<file path="src/rtl/sac_queue.sv">
module sac_queue #(
    parameter int WIDTH = 8
) (
    input  logic             i_clk,
    input  logic             i_rst_n,
    input  logic             i_push,
    input  logic [WIDTH-1:0] i_data,
    output logic             o_ready,
    output logic             o_valid,
    output logic [WIDTH-1:0] o_data,
    input  logic             i_pop
);

    logic [WIDTH-1:0] r_mem [2];
    logic             r_wptr;
    logic             r_rptr;
    logic [1:0]       r_cnt;
    logic             do_push;
    logic             do_pop;

    assign o_ready = (r_cnt != 2'd2);
    assign o_valid = (r_cnt != 2'd0);
    assign o_data  = r_mem[r_rptr];
    assign do_push = i_push && o_ready;
    assign do_pop  = i_pop && o_valid;

    always_ff @(posedge i_clk) begin
        if (!i_rst_n) begin
            r_wptr <= 1'b0;
            r_rptr <= 1'b0;
            r_cnt  <= 2'd0;
        end else begin
            if (do_push) begin
                r_wptr <= ~r_wptr;
            end
            if (do_pop) begin
                r_rptr <= ~r_rptr;
            end
            r_cnt <= r_cnt + {1'b0, do_push} - {1'b0, do_pop};
        end
    end

    always_ff @(posedge i_clk) begin
        if (do_push) begin
            r_mem[r_wptr] <= i_data;
        end
    end

endmodule

</file>
<file path="config.mk">
export PLATFORM = sky130hd
export DESIGN_NAME = sac_queue
export DESIGN_NICKNAME = d
export VERILOG_FILES = /design/src/rtl/sac_queue.sv
export SDC_FILE = /design/constraint.sdc
export NUM_CORES = 1
export LEC_CHECK = 0
export BUFFER_PORTS_ARGS = -buffer_cell sky130_fd_sc_hd__buf_2
export CAP_MARGIN = 20
export CORE_UTILIZATION = 45
export DETAILED_ROUTE_END_ITERATION = 6
export MAX_ROUTING_LAYER = met4
export PLACE_DENSITY = 0.75
export SLEW_MARGIN = 5
export SYNTH_ARGS = -nofsm -noshare
export SYNTH_HDL_FRONTEND = slang
export SYNTH_SLANG_ARGS = --single-unit
</file>
<file path="constraint.sdc">
create_clock -name i_clk -period 1.8 [get_ports i_clk]
set_input_delay 0.09 -clock i_clk [delete_from_list [all_inputs] [get_ports i_clk]]
set_output_delay 0.09 -clock i_clk [all_outputs]
set_load 0.05 [all_outputs]
</file>
==> out/summary.txt <==
Cells after Synth -> 49
Mapped Area -> 810.8 um^2
Critical R2R Capture -> r_cnt[1]$_SDFF_PN0_
vias in the first global route -> 412
Worst setup SP type -> register
Placed Cells -> 94
clock latency on the worst-skew pair -> 0.29 ns
HP Start -> i_rst_n
chip width -> 44.45 um
Worst-path clk slew -> 0.11 ns
PortBufs -> 21
first-pass GRT wire length -> 1787 um
syn_nets -> 63
outcome -> complete, no violations
Clk pwr share -> 14.3%
Unique masters post-synth -> 16
Comb power frac -> 41.4%
max_slew headroom -> 74.07%
initial antenna violation count -> 0
Critical Path Max Stage Delay -> 0.39 ns
Max Slew Vio Count -> 0
CTS sink count -> 21
Core Rows -> 14
final wirelength -> 1228 um
Tmin final -> 1.630 ns
Crit-path slowest cell -> dfxtp_1
die area -> 1975 um^2
maximum clock frequency -> 0.6135 GHz
CTS buffer count -> 3
max_cap viols -> 0
Setup TNS -> 0 ns
detailed-route via count -> 479
Yosys top cell area share -> 59.26%
First DRT Iteration DRCs -> 10
crit path capture type -> register
Hold EP -> r_cnt[0]$_SDFF_PN0_
switching part of the total -> 39.20%
WL/cell -> 11.58 um
all-layer global routing usage -> 14.67%
global route total overflow -> 0
Worst IR Drop VDD -> 0.9189 mV
H-Tree Depth -> 1
Root Buffer -> clkbuf_4
n_diodes -> 0
syn_area_per_cell -> 16.55 um^2
reg2reg start -> r_cnt[0]$_SDFF_PN0_
sequential fraction of the synthesis area -> 71.60%
R2R cell count -> 8
share of cells above drive strength 1 -> 43.90%
HPWL Detailed -> 882 um
leak pwr -> 0.4230 nW
Setup Viol. Count Final -> 0
largest net degree at the start of global routing -> 12
period utilization -> 90.56%
RSZ-0062 raised after global routing -> no
antenna-violating nets left -> 0
vias per std cell -> 4.519
cell taking the most area after synthesis -> edfxtp_1
Pint -> 0.0009270 W
Final Non-Filler Cells -> 106
Final Hold Viols -> 0
clk buf depth -> 2
Least-Margin Pin Slew -> 0.3890 ns
CP cell instances -> nand2b_2 > nand2_1 > ha_1 > inv_1 > ha_1 > xnor2_1 > xnor2_1 > and2_1
NumNets Final -> 97
synthesis-to-finish area growth -> 30.40%
Worst EP arrival -> 1.83 ns
Flop pwr share -> 44.4%
pwr dens -> 1442 nW/um^2
Max FO, Critical Path -> 4
chip height -> 44.45 um
drt first pass iters -> 4
IO Pins -> 22
Crit Path Class -> register to register
worst reg2reg setup slack -> 0.17 ns
CTS tree -> yes
FF+latch count, synth -> 21
switching power of the nets -> 0.0005977 W
synth top area cells -> edfxtp_1 (59%), dfxtp_1 (12%), mux2_2 (11%)
worst min-delay path category -> input port to register
DRC -> 0
warnings from Yosys -> 0
WHS Path Cells -> 2
GPL Wtd Cong -> 0.6861
Power Total -> 0.001525 W
Clock Skew -> 0.003574 ns
Placeable Area -> 1594 um^2
WP data required -> 2.00 ns
Initial Util -> 50.86%
WHS -> 0.06758 ns
-- synthesized netlist by cell type --
cell type,number
ha_1,2
and3_1,1
nand2_1,2
and2_1,2
mux2i_1,1
o21a_2,1
nor2_1,1
inv_1,1
nor2b_1,2
mux2_2,8
xnor2_1,3
buf_2,1
nand2b_1,2
or2_2,1
edfxtp_1,16
dfxtp_1,5
-- cell usage in the layout, fill, tap and decap left out, drive strengths merged, types with 3 or more instances in the layout --
master | Yosys | layout
edfxtp | 16 | 16
clkbuf | 0 | 4
xnor2 | 3 | 3
buf | 1 | 22
mux2 | 8 | 8
dfxtp | 5 | 5
dlygate4sd3 | 0 | 8
-- cell type report --
type,instances,area [um^2]
Tap cell,24,30.03
Sequential cell,21,580.6
Inverter,1,3.754
Fill cell,126,536.8
Timing Repair Buffer,30,192.7
Clock buffer,4,26.28
Multi-Input combinational cell,26,224.0
-- how the worst max path moves through the flow --
stage	from	end	depth (start not counted)
after floorplan	r_cnt[0]$_SDFF_PN0_	r_cnt[1]$_SDFF_PN0_	8
after global placement	r_cnt[1]$_SDFF_PN0_	r_cnt[1]$_SDFF_PN0_	7
after detailed placement	r_cnt[0]$_SDFF_PN0_	r_cnt[1]$_SDFF_PN0_	8
after CTS	r_cnt[0]$_SDFF_PN0_	r_cnt[1]$_SDFF_PN0_	8
after global routing	r_cnt[0]$_SDFF_PN0_	r_cnt[1]$_SDFF_PN0_	8
final	r_cnt[0]$_SDFF_PN0_	r_cnt[1]$_SDFF_PN0_	8
-- kinds of logic (layout without fill, tap and decap cells) --
| logic type | after synthesis | after routing | synth area share, % |
|---|---|---|---|
| flops | 21 | 21 | 71.61 |
| xor+xnor | 3 | 3 | 3.241 |
| compound gates | 1 | 1 | 1.080 |
| fa+ha+maj | 2 | 2 | 3.086 |
| simple gates | 11 | 11 | 7.562 |
| mux | 9 | 9 | 12.35 |
| buf+inv | 2 | 35 | 1.079 |
-- routing by layer --
metal	global-route usage [%]	vias to the layer above	wire length [um]
li1	-	240	-
met1	16.58	226	539
met2	21.47	11	629
met3	2.449	2	33
met4	14.55	0	25
met5	-	-	0
-- registers in the layout, indices dropped and copies added, names as in the netlist, named ones only --
| register | cells |
|---|---|
| r_mem | 16 |
| r_cnt | 2 |
| r_rptr | 1 |
| r_wptr | 1 |
-- critical path, delay by kind of cell, from the launching register on --
kind / cells / cell delay (ns)
DFF: 1 / 0.39
adders and majority gates: 2 / 0.46
and+or+nand+nor: 3 / 0.39
buffers and inverters: 1 / 0.04
xor gates and xnor gates: 2 / 0.26
-- power groups by stage --
stage               Sequential, W  Clock, W  Combinational [W]
global route             0.000689  0.000242           0.000667
global placement         0.000681         0           0.000614
CTS                      0.000679  0.000227           0.000637
floorplan                0.000655         0           0.000527
finish                   0.000677  0.000217           0.000631
detailed placement       0.000689         0           0.000624
-- repair_timing --
| item | CTS | global route |
|---|---|---|
| hold buffers | 8 | 0 |
| gates resized for setup | 0 | 0 |
| setup buffers | 0 | 0 |
| hold endpoints to repair | 16 | 0 |
-- per-stage QoR --
stage	instance area (um^2)	setup slack [ns]	utilization (%)
CTS	1057	0.1573	66.33
global route	1057	0.05672	66.33
floorplan	813.3	0.02829	-
global placement	950.9	0.2456	59.65
finish	1057	0.1699	66.33
detailed placement	950.9	0.1751	59.65
Power figures use the tool's default switching activity.
