**config.mk**
```make
export PLATFORM = sky130hd
export DESIGN_NAME = sac_front_flat
export DESIGN_NICKNAME = d
export VERILOG_FILES = /design/src/rtl/sac_pkg.sv /design/src/rtl/sac_if.sv /design/src/rtl/sac_front.sv /design/src/flat_wrapper.sv
export SDC_FILE = /design/constraint.sdc
export NUM_CORES = 1
export LEC_CHECK = 0
export BUFFER_PORTS_ARGS = -buffer_cell sky130_fd_sc_hd__buf_2
export CAP_MARGIN = 15
export CORE_MARGIN = 3
export CORE_UTILIZATION = 45
export DETAILED_ROUTE_END_ITERATION = 12
export PLACE_DENSITY = 0.66
export SLEW_MARGIN = 20
export SYNTH_ARGS = -nofsm -noshare
export SYNTH_HDL_FRONTEND = slang
export SYNTH_SLANG_ARGS = --single-unit
```
**constraint.sdc**
```tcl
create_clock -name i_clk -period 3.7 [get_ports i_clk]
set_input_delay 0.555 -clock i_clk [delete_from_list [all_inputs] [get_ports i_clk]]
set_output_delay 0.555 -clock i_clk [all_outputs]
set_load 0.02 [all_outputs]
```
**src/rtl/sac_pkg.sv**
```systemverilog
package sac_pkg;

    localparam int XADDR_W    = 64;
    localparam int STAMP_W    = 64;
    localparam int TOTAL_W    = 32;
    localparam int OP_W       = 2;
    localparam int CFG_IDX_W  = 2;
    localparam int CFG_DATA_W = 6;
    localparam int RAW_SET_W  = 15;

    localparam logic [OP_W-1:0] OP_LOAD   = 2'd0;
    localparam logic [OP_W-1:0] OP_STORE  = 2'd1;
    localparam logic [OP_W-1:0] OP_MODIFY = 2'd2;
    localparam logic [OP_W-1:0] OP_NONE   = 2'd3;

    localparam logic [CFG_IDX_W-1:0] REG_SET_BITS   = 2'd0;
    localparam logic [CFG_IDX_W-1:0] REG_BLOCK_BITS = 2'd1;
    localparam logic [CFG_IDX_W-1:0] REG_WAYS_USED  = 2'd2;

    typedef struct packed {
        logic [3:0] set_bits;
        logic [5:0] block_bits;
        logic [3:0] ways_used;
    } t_cfg;

    typedef enum logic [1:0] {
        F_IDLE,
        F_MOD,
        F_PUSH
    } t_front_state;

    typedef enum logic [1:0] {
        B_CLEAR,
        B_IDLE,
        B_SCAN,
        B_WRITE
    } t_back_state;

endpackage

```
**src/rtl/sac_if.sv**
```systemverilog
interface sac_in_if;
    logic                      valid;
    logic                      ready;
    logic [sac_pkg::OP_W-1:0]  op;
    logic [sac_pkg::XADDR_W-1:0] address;
    modport source (output valid, output op, output address, input ready);
    modport sink (input valid, input op, input address, output ready);
endinterface


```
**src/rtl/sac_front.sv**
```systemverilog
module sac_front #(
    parameter int ADDR_WIDTH = 64,
    parameter int MAX_SETS   = 256
) (
    input  logic                   i_clk,
    input  logic                   i_rst_n,
    input  sac_pkg::t_cfg          i_cfg,
    sac_in_if.sink                 i_in,
    input  logic                   i_block,
    output logic                   o_push,
    output logic [ADDR_WIDTH+((MAX_SETS > 1) ? $clog2(MAX_SETS) : 1):0] o_push_data,
    input  logic                   i_push_ready
);

    localparam int SET_W     = (MAX_SETS > 1) ? $clog2(MAX_SETS) : 1;
    localparam int RW        = sac_pkg::RAW_SET_W;
    localparam bit POW2      = ((MAX_SETS & (MAX_SETS - 1)) == 0);
    localparam int MOD_STEPS = POW2 ? 0 : 3;
    localparam int K         = RW + SET_W;
    localparam int PW        = RW + K;
    localparam logic [K-1:0] RECIP = K'((64'd1 << K) / MAX_SETS);

    sac_pkg::t_front_state r_state, n_state;
    logic [RW-1:0]         r_rem;
    logic [RW-1:0]         r_q;
    logic [3:0]            r_cnt;
    logic [ADDR_WIDTH-1:0] r_tag;
    logic                  r_twice;

    logic [ADDR_WIDTH-1:0] addr_m;
    logic [ADDR_WIDTH-1:0] above;
    logic [6:0]            tag_sh;
    logic [15:0]           set_mask;
    logic [RW-1:0]         raw_set;
    logic [PW-1:0]         prod;
    logic [RW-1:0]         qd;
    logic                  accept;

    assign addr_m   = i_in.address[ADDR_WIDTH-1:0];
    assign above    = addr_m >> i_cfg.block_bits;
    assign tag_sh   = {3'b0, i_cfg.set_bits} + {1'b0, i_cfg.block_bits};
    assign set_mask = (16'd1 << i_cfg.set_bits) - 16'd1;
    assign raw_set  = above[RW-1:0] & set_mask[RW-1:0];
    // reciprocal estimate of the quotient, low by at most one
    assign prod     = PW'(r_rem) * PW'(RECIP);
    assign qd       = r_q * RW'(MAX_SETS);
    assign accept   = i_in.valid && i_in.ready;

    always_comb begin
        n_state = r_state;
        case (r_state)
            sac_pkg::F_IDLE: begin
                if (accept && i_in.op != sac_pkg::OP_NONE) begin
                    n_state = sac_pkg::F_MOD;
                end
            end
            sac_pkg::F_MOD: begin
                if (r_cnt == 4'd0) begin
                    n_state = sac_pkg::F_PUSH;
                end
            end
            sac_pkg::F_PUSH: begin
                if (i_push_ready) begin
                    n_state = sac_pkg::F_IDLE;
                end
            end
            default: n_state = sac_pkg::F_IDLE;
        endcase
    end

    always_comb begin
        i_in.ready  = (r_state == sac_pkg::F_IDLE) && !i_block;
        o_push      = (r_state == sac_pkg::F_PUSH);
        o_push_data = {r_twice, r_tag, SET_W'(r_rem)};
    end

    always_ff @(posedge i_clk) begin
        if (!i_rst_n) begin
            r_state <= sac_pkg::F_IDLE;
        end else begin
            r_state <= n_state;
        end
    end

    always_ff @(posedge i_clk) begin
        if (r_state == sac_pkg::F_IDLE && accept) begin
            r_tag   <= addr_m >> tag_sh;
            r_twice <= (i_in.op == sac_pkg::OP_MODIFY);
            r_cnt   <= 4'(MOD_STEPS);
            r_rem   <= POW2 ? (raw_set & RW'(MAX_SETS - 1)) : raw_set;
        end else if (r_state == sac_pkg::F_MOD && r_cnt != 4'd0) begin
            r_cnt <= r_cnt - 4'd1;
            if (r_cnt == 4'd3) begin
                r_q <= prod[PW-1:K];
            end else if (r_cnt == 4'd2) begin
                r_rem <= r_rem - qd;
            end else if (r_rem >= RW'(MAX_SETS)) begin
                r_rem <= r_rem - RW'(MAX_SETS);
            end
        end
    end

endmodule

```
**src/flat_wrapper.sv**
```systemverilog
// flat-port wrapper written by rule: the top's interface ports become plain ports
module sac_front_flat 
#(
    parameter int ADDR_WIDTH = 64,
    parameter int MAX_SETS   = 256
)
  (i_clk, i_rst_n, i_cfg, i_block, o_push, o_push_data, i_push_ready, i_in_valid, i_in_op, i_in_address, i_in_ready);
  sac_in_if i_in_i ();
  input  logic i_clk;
  input  logic i_rst_n;
  input  sac_pkg::t_cfg i_cfg;
  input  logic i_block;
  output logic o_push;
  output logic [ADDR_WIDTH+((MAX_SETS > 1) ? $clog2(MAX_SETS) : 1):0] o_push_data;
  input  logic i_push_ready;
  input wire logic [$bits(i_in_i.valid)-1:0] i_in_valid;
  input wire logic [$bits(i_in_i.op)-1:0] i_in_op;
  input wire logic [$bits(i_in_i.address)-1:0] i_in_address;
  output wire logic [$bits(i_in_i.ready)-1:0] i_in_ready;
  assign i_in_i.valid = i_in_valid;
  assign i_in_i.op = i_in_op;
  assign i_in_i.address = i_in_address;
  assign i_in_ready = i_in_i.ready;
  sac_front #(.ADDR_WIDTH(ADDR_WIDTH), .MAX_SETS(MAX_SETS)) u_core (.i_clk(i_clk), .i_rst_n(i_rst_n), .i_cfg(i_cfg), .i_in(i_in_i), .i_block(i_block), .o_push(o_push), .o_push_data(o_push_data), .i_push_ready(i_push_ready));
endmodule
```
==> flow_summary_export.csv <==
group,metric,value,unit
run_status,outcome,"complete, no violations",
global_route,grt_antenna_before_repair,1,
setup_path,worst_path_max_delay_cell,"fa_2",
setup_path,cpMostUsedCell,"mux2i_1",
cts,tritoncts,"done",
detailed_routing,postRouteWirelength,27.0,mm
logic_synthesis,synth_area_leaders,"mux4_2 (28%), edfxtp_1 (24%), mux2i_1 (15%)",
cts,postCtsSetupRepairBufs,0,
floorplan,die_width,149,um
min_path,hp-class,"input pin to flop",
power,net-switching-power,1.75,mW
detailed_routing,firstDrtPassIters,5,
timing,slew_headroom,34.1,%
floorplan,design.core.area,19800,um2
job,drv_cap,0,
detailed_routing,drc,0,
logic_synthesis,ys_warn_count,0,
floorplan,fp.dieH,149,um
global_route,grt_remaining_overflow,0,
detailed_routing,wire_per_inst,22.8,um
logic_synthesis,ys_seq_area_share,25.1,%
logic_synthesis,yosys.area.top_type_share,27.6,%
global_route,grt_usage,24.3,%
cts,cts_htree_levels,3,
timing,tightest_slew,988,ps
logic_synthesis,syn_inst,781,
setup_path,r2r_start,"u_core.r_state[0]",
power,p_int,2.80,mW
global_route,grt_pass1_vias,7328,
floorplan,initial_core_util,46.5,%
floorplan,design.die.area,22200,um2
finish,post-route-util,54.3,%
setup_path,cp.required,3770,ps
setup_path,worstPathMaxFanout,59,
detailed_routing,drtIter0Drc,746,
finish,final_common_cell,"buf_2",
detailed_routing,drt.antenna.violating_nets,0,
power,vdd_drop_max,0.189,mV
power,p_per_area,423,nW/um2
logic_synthesis,netlist_area,9210,um2
timing,finalSetupViolCount,0,
logic_synthesis,synth_seq_cells,79,
cts,cts-resized-gates,0,
min_path,worstHoldStart,"i_rst_n",
setup_path,worst-setup-path-type,"input pin to flop",
detailed_routing,via_count,7749,
setup_path,critPathMaxStageDelay,550,ps
finish,syn2layout_area_growth,16.6,%
setup_path,reg2reg_depth,2,
logic_synthesis,synthArstFlopShare,0,%
setup_path,endpoint_kind,"flop",
timing,final_hold_viol_count,0,
timing,whs,443,ps
logic_synthesis,yosys_most_used_dff,"edfxtp_1",
floorplan,num_io_pins,160,
timing,fmax,323,MHz
timing,drv_slew,0,
setup_path,r2r_end,"u_core.r_tag[43]",
cts,clock_sinks,79,
cts,root_buffer,"clkbuf_16",
placement,hpwl,21.1,mm
timing,finalCriticalPeriod,3100,ps
power,switching_share,38.4,%
logic_synthesis,syn_area_per_cell,11.8,um2
logic_synthesis,syn_nets,873,
cts,postCtsHoldBufs,0,
power,finalPower,4.54,mW
cts,cts_buffers,9,
power,leakage,4.31,nW
setup_path,worst_ep_arrival_time,3170,ps
timing,clock_skew,6.14,ps
finish,fin_cells,1185,
finish,final_cell_mix,"buf_2 (154), mux2i_1 (136), mux4_2 (113)",
min_path,hold_end,"u_core.r_state[1]",
setup_path,reg2reg_setup_slack,1880,ps
cts,clk_latency,350,ps
detailed_routing,viasPerCell,6.54,
placement,gp_congestion,0.998,
power,pwr-share-clk,21.4,%
timing,rsz0062_at_grt,"no",
finish,layout-drive-gt1-share,40.9,%
setup_path,worstSetupStartpointType,"input pin",
power,p_seq_share,26.0,%
cts,clk_path_buf_depth,2,
placement,portBuffers,155,
placement,dpl.cell_count,1169,
finish,num_antenna_cells,0,
timing,setup_tns,0,ps
global_route,grt_max_degree,77,
logic_synthesis,synth_edf_count,73,
cts,clkTransAtPathRegs,60,ps
logic_synthesis,synth_top_area_cell,"mux4_2",
floorplan,rows,51,
timing,post-route-period-util,83.7,%
global_route,grt_pass1_wl,41.9,mm
logic_synthesis,netlist-cell-type-count,57,
min_path,holdPathStages,2,
power,power_frac_comb,52.5,%
setup_path,path_cells,"buf_2 > ha_4 > fa_2 > buf_12 > mux4_2 > mux2i_1 > mux2i_1 > mux2i_1 > o221ai_1",
finish,final_nets,1007,
through the flow:
stage	worst slack (ps)	instance area, um2
after floorplan	410	9210
after global placement	328	10400
after detailed placement	314	10400
after CTS	671	10700
after global routing	496	10700
final	603	10700
power groups by stage:
stage / Combinational (mW) / Sequential, mW / Clock [mW]
floorplan: 1.54 / 1.32 / 0
global placement: 2.33 / 1.20 / 0
detailed placement: 2.35 / 1.20 / 0
CTS: 2.36 / 1.19 / 1.01
global route: 2.56 / 1.19 / 1.04
finish: 2.39 / 1.18 / 0.974
worst max-delay path by stage:
stage	from	end	cells after the start
floorplan	i_cfg[4]	u_core.r_tag[8]	9
global placement	i_cfg[10]	u_core.r_tag[20]	9
detailed placement	i_cfg[10]	u_core.r_tag[2]	9
CTS	i_cfg[10]	u_core.r_tag[2]	9
global route	i_cfg[10]	u_core.r_tag[2]	9
finish	i_cfg[10]	u_core.r_tag[4]	9
Yosys cell counts (2+ instances only):
library cell / instances
a22o_1: 2
o211a_1: 3
nand3b_1: 4
xor2_1: 3
o22a_1: 4
nor4_1: 2
and3_1: 6
inv_1: 11
buf_2: 31
nand2_1: 68
a21o_1: 2
nor2b_1: 9
nor4b_1: 2
edfxtp_1: 73
nand4_1: 3
and2_1: 5
buf_1: 9
nand3_1: 9
nor2_1: 49
a21oi_1: 23
a211oi_1: 11
o221ai_1: 8
mux4_2: 113
o21a_1: 4
clkbuf_1: 24
buf_6: 2
nor3_1: 9
o22ai_1: 17
a2bb2oi_1: 5
mux4_1: 13
nor2b_4: 2
buf_4: 12
xnor2_1: 5
dfxtp_1: 6
mux2i_1: 137
o21ai_0: 26
o211ai_1: 10
ha_1: 6
mux2_2: 32
a32oi_1: 4
per-layer routing:
metal / vias to the layer above / part of all wire (%) / GRT usage (%) / wire length (um)
li1: 3445 / - / - / -
met5: - / 0.026 / 0 / 7
met1: 3825 / 41 / 34.6 / 11100
met3: 38 / 10 / 6.20 / 2830
met2: 439 / 47 / 37.7 / 12700
met4: 2 / 1.5 / 5.77 / 416
layout make-up:
| type | count | area [um2] |
|---|---|---|
| Inverter | 12 | 45.0 |
| Clock inverter | 7 | 104 |
| Sequential cell | 79 | 2310 |
| Timing Repair Buffer | 202 | 1220 |
| Multi-Input combinational cell | 611 | 6490 |
| Clock buffer | 9 | 225 |
| Fill cell | 1747 | 9050 |
| Tap cell | 265 | 332 |
flip-flops by register name, indices dropped and copies added, names as in the netlist:
signal	count
u_core.r_state	2
u_core.r_tag	64
u_core.r_twice	1
u_core.r_cnt	4
u_core.r_rem	8
worst max-delay path, delay by kind of cell:
kind                     cells  cell delay, ps
adder cells (fa/ha/maj)      2             720
multiplexers                 4            1250
AO/OA/AOI/OAI                1             170
buffers and inverters        2             420
cells by family (layout without fill, tap and decap cells):
| kind of cell | count (synthesis) | after routing | share of synthesized area [%] |
|---|---|---|---|
| AND/OR/NAND/NOR | 175 | 175 | 8.81 |
| XOR/XNOR | 8 | 8 | 0.761 |
| adder cells (fa/ha/maj) | 7 | 7 | 1.03 |
| flip-flops | 79 | 79 | 25.1 |
| AO/OA/AOI/OAI | 126 | 126 | 9.16 |
| multiplexers | 295 | 295 | 50.2 |
| buffers and inverters | 91 | 230 | 4.96 |
No activity file was read; power rests on OpenSTA's default activity.
